`config.mk`:
```
export PLATFORM = sky130hd
export DESIGN_NAME = peer_presence_table
export DESIGN_NICKNAME = d
export VERILOG_FILES = /design/src/rtl/ppt_pkg.sv /design/src/rtl/peer_presence_table.sv /design/src/rtl/ppt_ram.sv /design/src/rtl/ppt_probe.sv
export SDC_FILE = /design/constraint.sdc
export NUM_CORES = 2
export LEC_CHECK = 0
export BUFFER_PORTS_ARGS = -buffer_cell sky130_fd_sc_hd__buf_2
export CORE_ASPECT_RATIO = 2
export CORE_MARGIN = 10
export CORE_UTILIZATION = 25
export DETAILED_ROUTE_END_ITERATION = 10
export GPL_TIMING_DRIVEN = 0
export PLACE_DENSITY = 0.5
export REMOVE_ABC_BUFFERS = 1
export SETUP_SLACK_MARGIN = 0.02
export SLEW_MARGIN = 20
export SYNTH_ARGS = -nofsm -noshare
export SYNTH_HDL_FRONTEND = slang
export SYNTH_SLANG_ARGS = --single-unit
```
`constraint.sdc`:
```
create_clock -name clk -period 15.25 [get_ports clk]
set_input_delay 0.7625 -clock clk [delete_from_list [all_inputs] [get_ports clk]]
set_output_delay 0.7625 -clock clk [all_outputs]
set_load 0.01 [all_outputs]
```
`src/rtl/ppt_pkg.sv`:
```
// Shared types and constants for the peer presence table.
// Request, response and stored entry layouts, register indexes, event codes.
// No dependencies.
package ppt_pkg;

  localparam int TABLE_ENTRIES_DEFAULT = 8;
  localparam int CFG_DATA_W = 32;

  localparam logic [31:0] STALE_TIME_RESET    = 32'd75000;
  localparam logic [31:0] RESTART_GRACE_RESET = 32'd2000;

  // request kinds
  localparam logic KIND_STATUS = 1'b0;
  localparam logic KIND_TICK   = 1'b1;

  // event codes
  localparam logic [2:0] EV_NONE    = 3'd0;
  localparam logic [2:0] EV_UPDATE  = 3'd1;
  localparam logic [2:0] EV_NEW     = 3'd2;
  localparam logic [2:0] EV_IDENT   = 3'd3;
  localparam logic [2:0] EV_RESTART = 3'd4;

  typedef enum logic [0:0] {
    REG_STALE_TIME    = 1'b0,
    REG_RESTART_GRACE = 1'b1
  } cfg_index_t;

  typedef struct packed {
    logic        kind;
    logic [31:0] now_ms;
    logic [47:0] peer_address;
    logic [7:0]  peer_type;
    logic [7:0]  peer_role;
    logic [15:0] profile_rev;
    logic [31:0] peer_uptime_ms;
  } req_t;

  typedef struct packed {
    logic [2:0] event_code;
    logic [2:0] slot_used;
    logic       refresh_request;
    logic [7:0] expired_mask;
    logic [3:0] active_count;
  } rsp_t;

  typedef struct packed {
    logic [47:0] address;
    logic [7:0]  peer_type;
    logic [7:0]  peer_role;
    logic [15:0] profile_rev;
    logic [31:0] uptime;
    logic [31:0] last_seen;
  } entry_t;

  typedef struct packed {
    logic match;   // valid entry holds the requested address
    logic expire;  // valid entry silent for at least the stale time
  } probe_t;

endpackage

```
`src/rtl/peer_presence_table.sv`:
```
// Peer presence table top level: request/response channels, config registers,
// walk sequencer and valid bits. Depends on ppt_pkg, ppt_ram and ppt_probe.
//
//   channel  direction  handshake              payload
//   req      in         req_valid / req_ready  ppt_pkg::req_t
//   rsp      out        rsp_valid / rsp_ready  ppt_pkg::rsp_t
//   cfg      in         cfg_write_en           cfg_index, cfg_data (32 bit)
//
// Each request is walked in full before the next one is accepted: the
// sequencer walks the entry RAM one slot per cycle through its single read
// port, evaluates one entry per cycle in the shared probe unit, then commits
// in the S_DONE state.
// Reset clears all valid bits, the active count and both config registers
// to their defaults; stored entry fields are only read behind a valid bit.
// A stalled response holds the commit cycle; a request is taken only while
// the sequencer is idle, even if the previous response still waits.
module peer_presence_table #(
  parameter int TABLE_ENTRIES = ppt_pkg::TABLE_ENTRIES_DEFAULT
) (
  input  logic                            clk,
  input  logic                            rst,
  input  logic                            req_valid,
  output logic                            req_ready,
  input  ppt_pkg::req_t                   req,
  output logic                            rsp_valid,
  input  logic                            rsp_ready,
  output ppt_pkg::rsp_t                   rsp,
  input  logic                            cfg_write_en,
  input  ppt_pkg::cfg_index_t             cfg_index,
  input  logic [ppt_pkg::CFG_DATA_W-1:0]  cfg_data
);
  import ppt_pkg::*;

  localparam int IW = (TABLE_ENTRIES > 1) ? $clog2(TABLE_ENTRIES) : 1;
  localparam int CW = $clog2(TABLE_ENTRIES + 1);
  localparam logic [IW-1:0] LAST_IDX = IW'(TABLE_ENTRIES - 1);

  typedef enum logic [3:0] {
    S_IDLE = 4'b0001,  // wait for a request
    S_WALK = 4'b0010,  // issue one RAM read per cycle
    S_LAST = 4'b0100,  // evaluate the final entry
    S_DONE = 4'b1000   // commit the write and post the response
  } state_t;

  state_t                  state;
  logic [IW-1:0]           rd_idx;
  logic                    ev_valid;
  logic [IW-1:0]           ev_idx;
  req_t                    req_q;
  logic [TABLE_ENTRIES-1:0] vld;
  logic [CW-1:0]           count;
  logic                    hit;
  logic [IW-1:0]           hit_slot;
  entry_t                  hit_entry;
  logic                    free_found;
  logic [IW-1:0]           free_slot;
  logic [7:0]              exp_mask;
  logic [31:0]             stale_time;
  logic [31:0]             restart_grace;

  // entry RAM and probe
  logic                    ram_we;
  entry_t                  ram_wdata;
  entry_t                  ram_rdata;
  probe_t                  probe;

  // commit-cycle datapath
  logic                    req_fire;
  logic                    done_fire;
  logic [IW-1:0]           slot;
  logic                    was_valid;
  logic                    ident_diff;
  logic [32:0]             up_sum;
  logic                    restarted;
  logic [2:0]              ev_code;
  logic [CW-1:0]           count_next;
  logic [CW+3:0]           count_ext;
  logic [IW+2:0]           slot_ext;
  logic [IW+2:0]           ev_ext;
  rsp_t                    rsp_next;

  assign req_ready = (state == S_IDLE);
  assign req_fire  = req_valid && req_ready;
  // commit only when the response register is free or draining this cycle
  assign done_fire = (state == S_DONE) && (!rsp_valid || rsp_ready);

  ppt_ram #(
    .WIDTH ($bits(entry_t)),
    .DEPTH (TABLE_ENTRIES)
  ) u_entries (
    .clk   (clk),
    .we    (ram_we),
    .waddr (slot),
    .wdata (ram_wdata),
    .raddr (rd_idx),
    .rdata (ram_rdata)
  );

  ppt_probe u_probe (
    .kind        (req_q.kind),
    .key         (req_q.peer_address),
    .now         (req_q.now_ms),
    .stale_time  (stale_time),
    .entry       (ram_rdata),
    .entry_valid (vld[ev_idx]),
    .result      (probe)
  );

  // Resolve the target slot and classify the report from what the walk found.
  always_comb begin
    slot       = hit ? hit_slot : (free_found ? free_slot : '0);
    // a full-table miss lands on slot 0, which is valid
    was_valid  = hit || !free_found;
    ident_diff = (hit_entry.peer_type != req_q.peer_type) ||
                 (hit_entry.peer_role != req_q.peer_role) ||
                 (hit_entry.profile_rev != req_q.profile_rev);
    // unwrapped 33-bit sum for the restart test
    up_sum     = {1'b0, req_q.peer_uptime_ms} + {1'b0, restart_grace};
    restarted  = up_sum < {1'b0, hit_entry.uptime};

    priority if (!was_valid) begin
      ev_code = EV_NEW;
    end else if (!hit || ident_diff) begin
      ev_code = EV_IDENT;
    end else if (restarted) begin
      ev_code = EV_RESTART;
    end else begin
      ev_code = EV_UPDATE;
    end

    if ((req_q.kind == KIND_STATUS) && !was_valid) begin
      count_next = count + CW'(1);
    end else begin
      count_next = count;
    end
    count_ext = (CW + 4)'(count_next);
    slot_ext  = (IW + 3)'(slot);
    ev_ext    = (IW + 3)'(ev_idx);

    ram_we              = done_fire && (req_q.kind == KIND_STATUS);
    ram_wdata.address     = req_q.peer_address;
    ram_wdata.peer_type   = req_q.peer_type;
    ram_wdata.peer_role   = req_q.peer_role;
    ram_wdata.profile_rev = req_q.profile_rev;
    ram_wdata.uptime      = req_q.peer_uptime_ms;
    ram_wdata.last_seen   = req_q.now_ms;

    if (req_q.kind == KIND_TICK) begin
      rsp_next.event_code      = EV_NONE;
      rsp_next.slot_used       = '0;
      rsp_next.refresh_request = 1'b0;
      rsp_next.expired_mask    = exp_mask;
    end else begin
      rsp_next.event_code      = ev_code;
      rsp_next.slot_used       = slot_ext[2:0];
      rsp_next.refresh_request = (ev_code == EV_NEW) || (ev_code == EV_IDENT) ||
                                 (ev_code == EV_RESTART);
      rsp_next.expired_mask    = '0;
    end
    rsp_next.active_count = count_ext[3:0];
  end

  // Control state: sequencer, valid bits, counters, config registers.
  always_ff @(posedge clk) begin
    if (rst) begin
      state         <= S_IDLE;
      rd_idx        <= '0;
      ev_valid      <= 1'b0;
      vld           <= '0;
      count         <= '0;
      hit           <= 1'b0;
      free_found    <= 1'b0;
      rsp_valid     <= 1'b0;
      stale_time    <= STALE_TIME_RESET;
      restart_grace <= RESTART_GRACE_RESET;
    end else begin
      if (cfg_write_en) begin
        unique case (cfg_index)
          REG_STALE_TIME:    stale_time    <= cfg_data;
          REG_RESTART_GRACE: restart_grace <= cfg_data;
        endcase
      end

      if (rsp_valid && rsp_ready) begin
        rsp_valid <= 1'b0;
      end

      // evaluate the entry whose read data just arrived
      if (ev_valid) begin
        if (probe.match && !hit) begin
          hit <= 1'b1;
        end
        if (!vld[ev_idx] && !free_found) begin
          free_found <= 1'b1;
        end
        if (probe.expire) begin
          vld[ev_idx] <= 1'b0;
          count       <= count - CW'(1);
        end
      end

      unique case (state)
        S_IDLE: begin
          if (req_fire) begin
            state      <= S_WALK;
            rd_idx     <= '0;
            hit        <= 1'b0;
            free_found <= 1'b0;
          end
        end
        S_WALK: begin
          ev_valid <= 1'b1;
          if (rd_idx == LAST_IDX) begin
            state <= S_LAST;
          end else begin
            rd_idx <= rd_idx + IW'(1);
          end
        end
        S_LAST: begin
          ev_valid <= 1'b0;
          state    <= S_DONE;
        end
        S_DONE: begin
          if (done_fire) begin
            rsp_valid <= 1'b1;
            count     <= count_next;
            if (req_q.kind == KIND_STATUS) begin
              vld[slot] <= 1'b1;
            end
            state <= S_IDLE;
          end
        end
        default: state <= S_IDLE;
      endcase
    end
  end

  // Payload registers: captured request, walk findings, response.
  always_ff @(posedge clk) begin
    if (req_fire) begin
      req_q    <= req;
      exp_mask <= '0;
    end
    if (state == S_WALK) begin
      ev_idx <= rd_idx;
    end
    if (ev_valid) begin
      if (probe.match && !hit) begin
        hit_slot  <= ev_idx;
        hit_entry <= ram_rdata;
      end
      if (!vld[ev_idx] && !free_found) begin
        free_slot <= ev_idx;
      end
      // only the first eight slots are reported in the mask
      if (probe.expire && (ev_ext[IW+2:3] == '0)) begin
        exp_mask[ev_ext[2:0]] <= 1'b1;
      end
    end
    if (done_fire) begin
      rsp <= rsp_next;
    end
  end

`ifndef SYNTHESIS
  a_count_tracks_valid: assert property (@(posedge clk) disable iff (rst)
    $countones(vld) == count)
    else $error("active count out of step with valid bits");

  a_accept_starts_walk: assert property (@(posedge clk) disable iff (rst)
    req_fire |=> (state == S_WALK))
    else $error("accepted request did not start a walk");

  a_free_slot_is_free: assert property (@(posedge clk) disable iff (rst)
    ((state == S_DONE) && free_found) |-> !vld[free_slot])
    else $error("recorded free slot is occupied");

  a_rsp_from_commit: assert property (@(posedge clk) disable iff (rst)
    $rose(rsp_valid) |-> ($past(state) == S_DONE))
    else $error("response posted outside the commit cycle");
`endif

endmodule

```
`src/rtl/ppt_ram.sv`:
```
// Generic single-write, single-read RAM with registered read data.
// Holds the per-slot entry records. No package dependencies.
module ppt_ram #(
  parameter int WIDTH = 8,
  parameter int DEPTH = 8,
  localparam int AW = (DEPTH > 1) ? $clog2(DEPTH) : 1
) (
  input  logic             clk,
  input  logic             we,
  input  logic [AW-1:0]    waddr,
  input  logic [WIDTH-1:0] wdata,
  input  logic [AW-1:0]    raddr,
  output logic [WIDTH-1:0] rdata
);

  logic [WIDTH-1:0] mem [DEPTH];

  always_ff @(posedge clk) begin
    if (we) begin
      mem[waddr] <= wdata;
    end
    rdata <= mem[raddr];
  end

endmodule

```
`src/rtl/ppt_probe.sv`:
```
// Per-entry compare unit shared by every step of the table walk.
// Uses ppt_pkg types; evaluates one stored entry against the current request.
module ppt_probe (
  input  logic            kind,
  input  logic [47:0]     key,
  input  logic [31:0]     now,
  input  logic [31:0]     stale_time,
  input  ppt_pkg::entry_t entry,
  input  logic            entry_valid,
  output ppt_pkg::probe_t result
);
  import ppt_pkg::*;

  logic [31:0] silence;

  always_comb begin
    // wrapping difference: time since the entry was last seen
    silence       = now - entry.last_seen;
    result.match  = entry_valid && (kind == KIND_STATUS) && (entry.address == key);
    result.expire = entry_valid && (kind == KIND_TICK) && (silence >= stale_time);
  end

endmodule

```
== Word level (Yosys, flattened, before mapping) ==
Memories as Yosys holds them, arrays and structs flattened. A register that Yosys moved wholly into a read port is not among the register bits.
Cells that the tools add are included.
Widths: inputs -> output; s select.
Word-level totals
  bits in registers: 332
  RAM bits: 1152
  output and inout bits: 21
  memories kept: 1
Operators by class
  magnitude comparators: 6
  $add $sub $neg: 5
  equality and inequality tests: 16
  bitwise gates (word level): 6
  muxes and demuxes: 46
  reduce and logical (&&, ||, !) cells: 33
Memories
  u_entries.mem: words 8, bits a word 144, rd ports 1, clocked after Yosys merged registers in 1, wr ports 1, RTL line ppt_ram.sv:16  | logic [WIDTH-1:0] mem [DEPTH];
Operators by type and width (number)
  $mux 8: 9
  $eq 48x48->1: 1
  $add 32x32->33: 1
  $lt 33x32->1: 1
  $ge 32x32->1: 1
  $mux 4: 8
  $sub 32x32->32: 1
  $mux 3: 7
  $mux 1: 16
  $ne 16x16->1: 1
  $ne 8x8->1: 2
  $or 8x8->8: 2
  $pmux 4 s4: 1
  $logic_and 1x1->1: 13
  $and 8x8->8: 1
  $lt 3x4->1 const B: 2
  $not 8->8: 1
  $reduce_and 2->1: 4
  $logic_or 1x1->1: 7
  $demux 1 s3: 2
  $eq 3x2->1 const B: 2
  $eq 3x3->1 const B: 2
  $ge 3x1->1 const B: 2
  $ne 2x2->1 const B: 3
  other kinds (15): 22

== Longest topological paths before layout ==
  depth in word-level cells: 13
  depth in mapped cells: 21
  mapped depth without buffers: 21

== Modules after synthesis ==
Synthesis repeated with hierarchy kept, for this count alone.
Unflattened totals
  cells, all modules: 3357
  area, all modules: 62916.6 um2
By module, submodules not included
  ppt_ram: sequential area each 37475.9 um2, instances 1, cells an instance 1821, area each 46166.8 um2
  peer_presence_table: sequential area each 9018.6 um2, instances 1, cells an instance 1088, area each 13603.0 um2
  ppt_probe: sequential area each 0.0 um2, instances 1, cells an instance 448, area each 3146.8 um2

== Worst setup path after synthesis ==
No wires, ideal clock.
  path kind: input-to-reg
  start point: input rsp_ready
  end point: memory u_entries.mem[7][0] (netlist name) (enable)
  setup slack: 2592 ps
  data arrival time: 11802 ps
  stages: 4
  cell sequence: nor2b_1 -> nand2b_1 -> nor3_1 -> nor3b_1
On the way
  cells in the longest elaborated chain, start to end: 5
RTL lines
  start, declared: RTL line peer_presence_table.sv:26  | input logic rsp_ready,
  $logic_or 1x1->1: RTL line peer_presence_table.sv:85  | assign done_fire = (state == S_DONE) && (!rsp_valid || rsp_ready);
  $logic_and 1x1->1: RTL line peer_presence_table.sv:85
  $logic_and 1x1->1: RTL line peer_presence_table.sv:140  | ram_we = done_fire && (req_q.kind == KIND_STATUS);
  $mux 1: RTL line ppt_ram.sv:19  | if (we) begin
  $mux 1 (not written as such): RTL line ppt_ram.sv:20  | mem[waddr] <= wdata;
  end, declared: RTL line ppt_ram.sv:16
No other way between the ends.

== Final worst setup path ==
  start point: register req_q (netlist bit ram_wdata[0])
  end point: register vld[7]
On the way
  cells in the longest elaborated chain, start to end: 10
RTL lines
  start, declared: RTL line peer_presence_table.sv:49  | req_t req_q;
  start signal, assigned: RTL line peer_presence_table.sv:241  | req_q <= req;
  $sub 32x32->32 *: RTL line ppt_probe.sv:18  | silence = now - entry.last_seen;
  $ge 32x32->1 *: RTL line ppt_probe.sv:20  | result.expire = entry_valid && (kind == KIND_TICK) && (silence >= stale_time);
  $logic_and 1x1->1 *: RTL line ppt_probe.sv:20
  $mux 8 *: RTL line peer_presence_table.sv:196  | if (probe.expire) begin
  $mux 8 *: RTL line peer_presence_table.sv:189  | if (ev_valid) begin
  $mux 8 *: RTL line peer_presence_table.sv:165  | if (rst) begin
  $or 8x8->8 (no source line)
  $mux 8: RTL line peer_presence_table.sv:227  | if (req_q.kind == KIND_STATUS) begin
  $mux 8: RTL line peer_presence_table.sv:224  | if (done_fire) begin
  $mux 8 *: RTL line peer_presence_table.sv:202  | unique case (state)
  end signal, assigned: RTL line peer_presence_table.sv:169  | vld <= '0;
  end signal, assigned by index: RTL line peer_presence_table.sv:197  | vld[ev_idx] <= 1'b0;
  end signal, assigned by index: RTL line peer_presence_table.sv:228  | vld[slot] <= 1'b1;
  end, declared: RTL line peer_presence_table.sv:50  | logic [TABLE_ENTRIES-1:0] vld;
Mark *: on every way between the ends. The rest lies on a longest branch, timed or not. The select of a mux whose other input is x is not followed.
A chain may end at the register's enable or synchronous reset.

==> reports/qor_table.md <==
| Quantity | Reported | Unit |
| --- | --- | --- |
| Crit end category | register | - |
| Inserted Clock Buffers | 165 | - |
| Result of the run | finished, final reports clean | - |
| Max-slew violation count | 0 | - |
| Post-route clock skew | 84.7 | ps |
| Number of register bits inferred by synthesis | 1628 | - |
| Net total in the final layout | 4075 | - |
| Number of setup violations in the final report | 0 | - |
| Std-Cell Rows | 260 | - |
| Leakage power | 24.9 | nW |
| Largest net degree at the start of global routing | 62 | - |
| Count of flip-flops with a built-in enable after synthesis | 1389 | - |
| Most frequent standard cell in the layout excluding fill and tap cells | sky130_fd_sc_hd__edfxtp_1 | - |
| Crit path buffers/inverters | 2 | - |
| FF-to-FF Start | ram_wdata[0] | - |
| Post-DP HPWL | 108000 | µm |
| Die X-Extent | 374 | µm |
| Clock sink total | 1628 | - |
| VDD IR-drop max | 0.0931 | mV |
| Achievable frequency | 165 | MHz |
| Initial DRC Count | 1843 | - |
| Grt peak-use layer | met2 | - |
| Shortest clock period the worst path allows after layout | 6070 | ps |
| Post-CTS setup buffer count | 0 | - |
| Antenna viol nets, final | 0 | - |
| M1 GR Usage | 13.1 | % |
| Category of the worst setup path launch point | register | - |
| # port buffers | 203 | - |
| Period Utilization, post-route | 39.8 | % |
| Detail-routed via count per cell | 4.37 | - |
| Weighted congestion reported at the end of routability-driven placement | 0.788 | - |
| Via count of the first global-routing pass | 34100 | - |
| Synth Instances | 3334 | - |
| Sequence of cells on the critical path | inv_1, ha_1, inv_1, fa_1, a211oi_1, o21bai_1, o2111ai_1, nand3_2, o31ai_4, a21boi_1, or4b_1, nand3_1, ha_1, and4_1, nand2_1, or4_4, nor2_2, nand3_2, a211oi_2, a311oi_1 | - |
| Met2 Resource Use GR | 21.4 | % |
| Top_reg_cell synth | sky130_fd_sc_hd__edfxtp_1 | - |
| Final Power | 10.9 | mW |
| # Max-Cap Violations | 0 | - |
| Start-to-end type of the worst setup path | reg -> reg | - |
| Floorplan die area | 273000 | µm² |
| Congestion Overflow GR | 0 | - |
| Worst Hold Slack | 104 | ps |
| Share of post-route cells with drive strength above 1 | 28.1 | % |
| Share of the synthesized area in the top cell type | 66.5 | % |
| Top fanout value on the critical path | 9 | - |
| Sequential area share after synthesis | 74.1 | % |
| Effective utilization at floorplan | 25.1 | % |
| Async set-or-reset flop fraction in the synthesized netlist | 0 | % |
| DR pass1 iterations | 5 | - |
| Master of the slowest instance on the critical path | sky130_fd_sc_hd__a211oi_2 | - |
| Placeable core region | 250000 | µm² |
| CTS tree | built | - |
| Total standard cell area after synthesis | 62800 | µm² |
| Critical hold path startpoint | req[33] | - |
| Data required time at the worst endpoint | 15890 | ps |
| Vert. Die Dim | 729 | µm |
| Final Core Density | 30.1 | % |
| Setup repair after global routing missed its margin | no | - |
| Cell taking the most area after synthesis | sky130_fd_sc_hd__edfxtp_1 | - |
| Largest cells by area after synthesis | sky130_fd_sc_hd__edfxtp_1 (66%), sky130_fd_sc_hd__mux4_2 (10%), sky130_fd_sc_hd__dfxtp_1 (7.6%) | - |
| Clock-pin slew reported for the worst setup and hold paths after clock tree synthesis | 70 | ps |
| Cell family with most CP delay | simple AND/OR/NAND/NOR gates | - |
| Number of design rule violations left after detail routing | 0 | - |
| Worst-case setup slack after placement | 9070 | ps |
| Top library cells by usage in the layout, fill and taps aside | sky130_fd_sc_hd__edfxtp_1 (1389), sky130_fd_sc_hd__mux4_2 (290), sky130_fd_sc_hd__dfxtp_1 (236), sky130_fd_sc_hd__buf_2 (202), sky130_fd_sc_hd__clkbuf_16 (167) | - |
| Slowest stage delay, CP | 740 | ps |
| Number of fill cells | 24500 | - |
| Via count | 31300 | - |
| Critical Path AT | 6710 | ps |
| Met3 Usage GRT | 1.63 | % |
| Detail-routed net length per standard cell | 22.1 | µm |
| Clock latency on the worst-skew pair | 840 | ps |
| Post-Synthesis Mean Instance Area | 18.8 | µm² |
| Antenna violations before repair | 20 | - |
| Master cell of the clock root buffer | sky130_fd_sc_hd__clkbuf_16 | - |
| Final routed wirelength across all metal layers | 158000 | µm |
| Slew at the pin with the worst max-slew slack | 1110 | ps |
| Io pins | 204 | - |
| Max transition margin | 23.9 | % |
| CTS HTree Levels | 4 | - |
| Buffers from clock root to sink, at most | 4 | - |
| Global-route wire length before repair | 233000 | µm |
| Final setup margin | 9180 | ps |
| Areal power density over the cells | 145 | nW/µm² |
| GRT Resource Usage Total | 11.4 | % |
| Area overhead of the layout relative to synthesis | 19.9 | % |
| Post-synthesis cell type count | 78 | - |
| Yosys synthesis warning count | 0 | - |
| Worst min-delay path class | in -> reg | - |
| Worst Setup SP | ram_wdata[0] | - |
| Number of endpoints with negative hold slack in the final report | 0 | - |
-- per-stage QoR --
step | TNS [ps] | cells | cell area, µm²
2_1_floorplan | 0 | 3215 | 62300
3_3_place_gp | -9228280 | 6693 | 67400
4_1_cts | 0 | 7162 | 75300
3_5_place_dp | 0 | 6865 | 69900
6_report | 0 | 7166 | 75300
5_1_grt | 0 | 7163 | 75300
-- what timing repair did --
item,CTS,global route
hold buffers,3,0
endpoints found under the hold margin,3,0
resized for setup,0,0
-- synth_stat cells, drive strengths merged (57+ instances only) --
master,n
mux4,290
xnor2,78
a21o,58
edfxtp,1389
clkbuf,73
mux2,145
nand2,160
a21oi,124
nor2,72
inv,135
xor2,57
ha,130
dfxtp,239
-- worst paths after layout --
path                   end  slack, ps  cells past startpoint
max                 vld[7]       9180                     20
min          ram_wdata[65]        100                      1
max reg2reg         vld[7]       9180                     20
min reg2reg  hit_entry[85]        360                      0
-- power by group --
group / internal (mW) / total [mW] / switching (mW)
clock: 2.31 / 4.06 / 1.74
sequential: 5.23 / 5.49 / 0.262
combinational: 0.580 / 1.33 / 0.753
-- kinds of logic after synthesis --
kind of cell               after synthesis  share of synthesized area, %
adders and majority gates              132                          2.66
xor gates and xnor gates               135                          1.88
and+or+nand+nor                        400                          3.09
AOI/OAI and AO/OA                      347                          3.70
muxes                                  438                          13.1
DFF                                   1628                          74.1
buffers and inverters                  254                          1.53
-- layout make-up --
type / instances / area (µm²) / area share, %
sequential: 1628 / 46500 / 61.8
multi-input combinational: 1452 / 15400 / 20.4
clock buffer: 225 / 4570 / 6.07
tap: 3275 / 4100 / 5.44
timing repair buffer: 378 / 3450 / 4.58
clock inverter: 69 / 744 / 0.989
inverter: 135 / 514 / 0.683
antenna: 4 / 10.0 / 0.0133
-- sequential cells by signal, indices dropped and copies added (netlist names), 3 cells and up --
signal / flops
hit_entry: 64
vld: 8
count: 4
free_slot: 3
rsp: 19
u_entries.mem: 1152
u_entries.rdata: 144
ev_idx: 3
restart_grace: 32
state: 4
hit_slot: 3
rd_idx: 3
stale_time: 32
ram_wdata: 144
exp_mask: 8
-- metal layers --
metal,wire [µm],up-vias
met5,27,-
met4,5200,4
met3,4960,287
met2,85100,601
met1,63000,16400
li1,-,14100
-- worst register-to-register path, stage by stage (launching register included) --
cell and delay (ps):
sky130_fd_sc_hd__edfxtp_1 510, sky130_fd_sc_hd__inv_1 120, sky130_fd_sc_hd__ha_1 170, sky130_fd_sc_hd__inv_1 50, sky130_fd_sc_hd__fa_1 420, sky130_fd_sc_hd__a211oi_1 270
sky130_fd_sc_hd__o21bai_1 210, sky130_fd_sc_hd__o2111ai_1 270, sky130_fd_sc_hd__nand3_2 290, sky130_fd_sc_hd__o31ai_4 370, sky130_fd_sc_hd__a21boi_1 150, sky130_fd_sc_hd__or4b_1 480
sky130_fd_sc_hd__nand3_1 120, sky130_fd_sc_hd__ha_1 120, sky130_fd_sc_hd__and4_1 200, sky130_fd_sc_hd__nand2_1 100, sky130_fd_sc_hd__or4_4 590, sky130_fd_sc_hd__nor2_2 170
sky130_fd_sc_hd__nand3_2 360, sky130_fd_sc_hd__a211oi_2 770, sky130_fd_sc_hd__a311oi_1 200
Note: power is estimated with default switching activity, not from simulation.
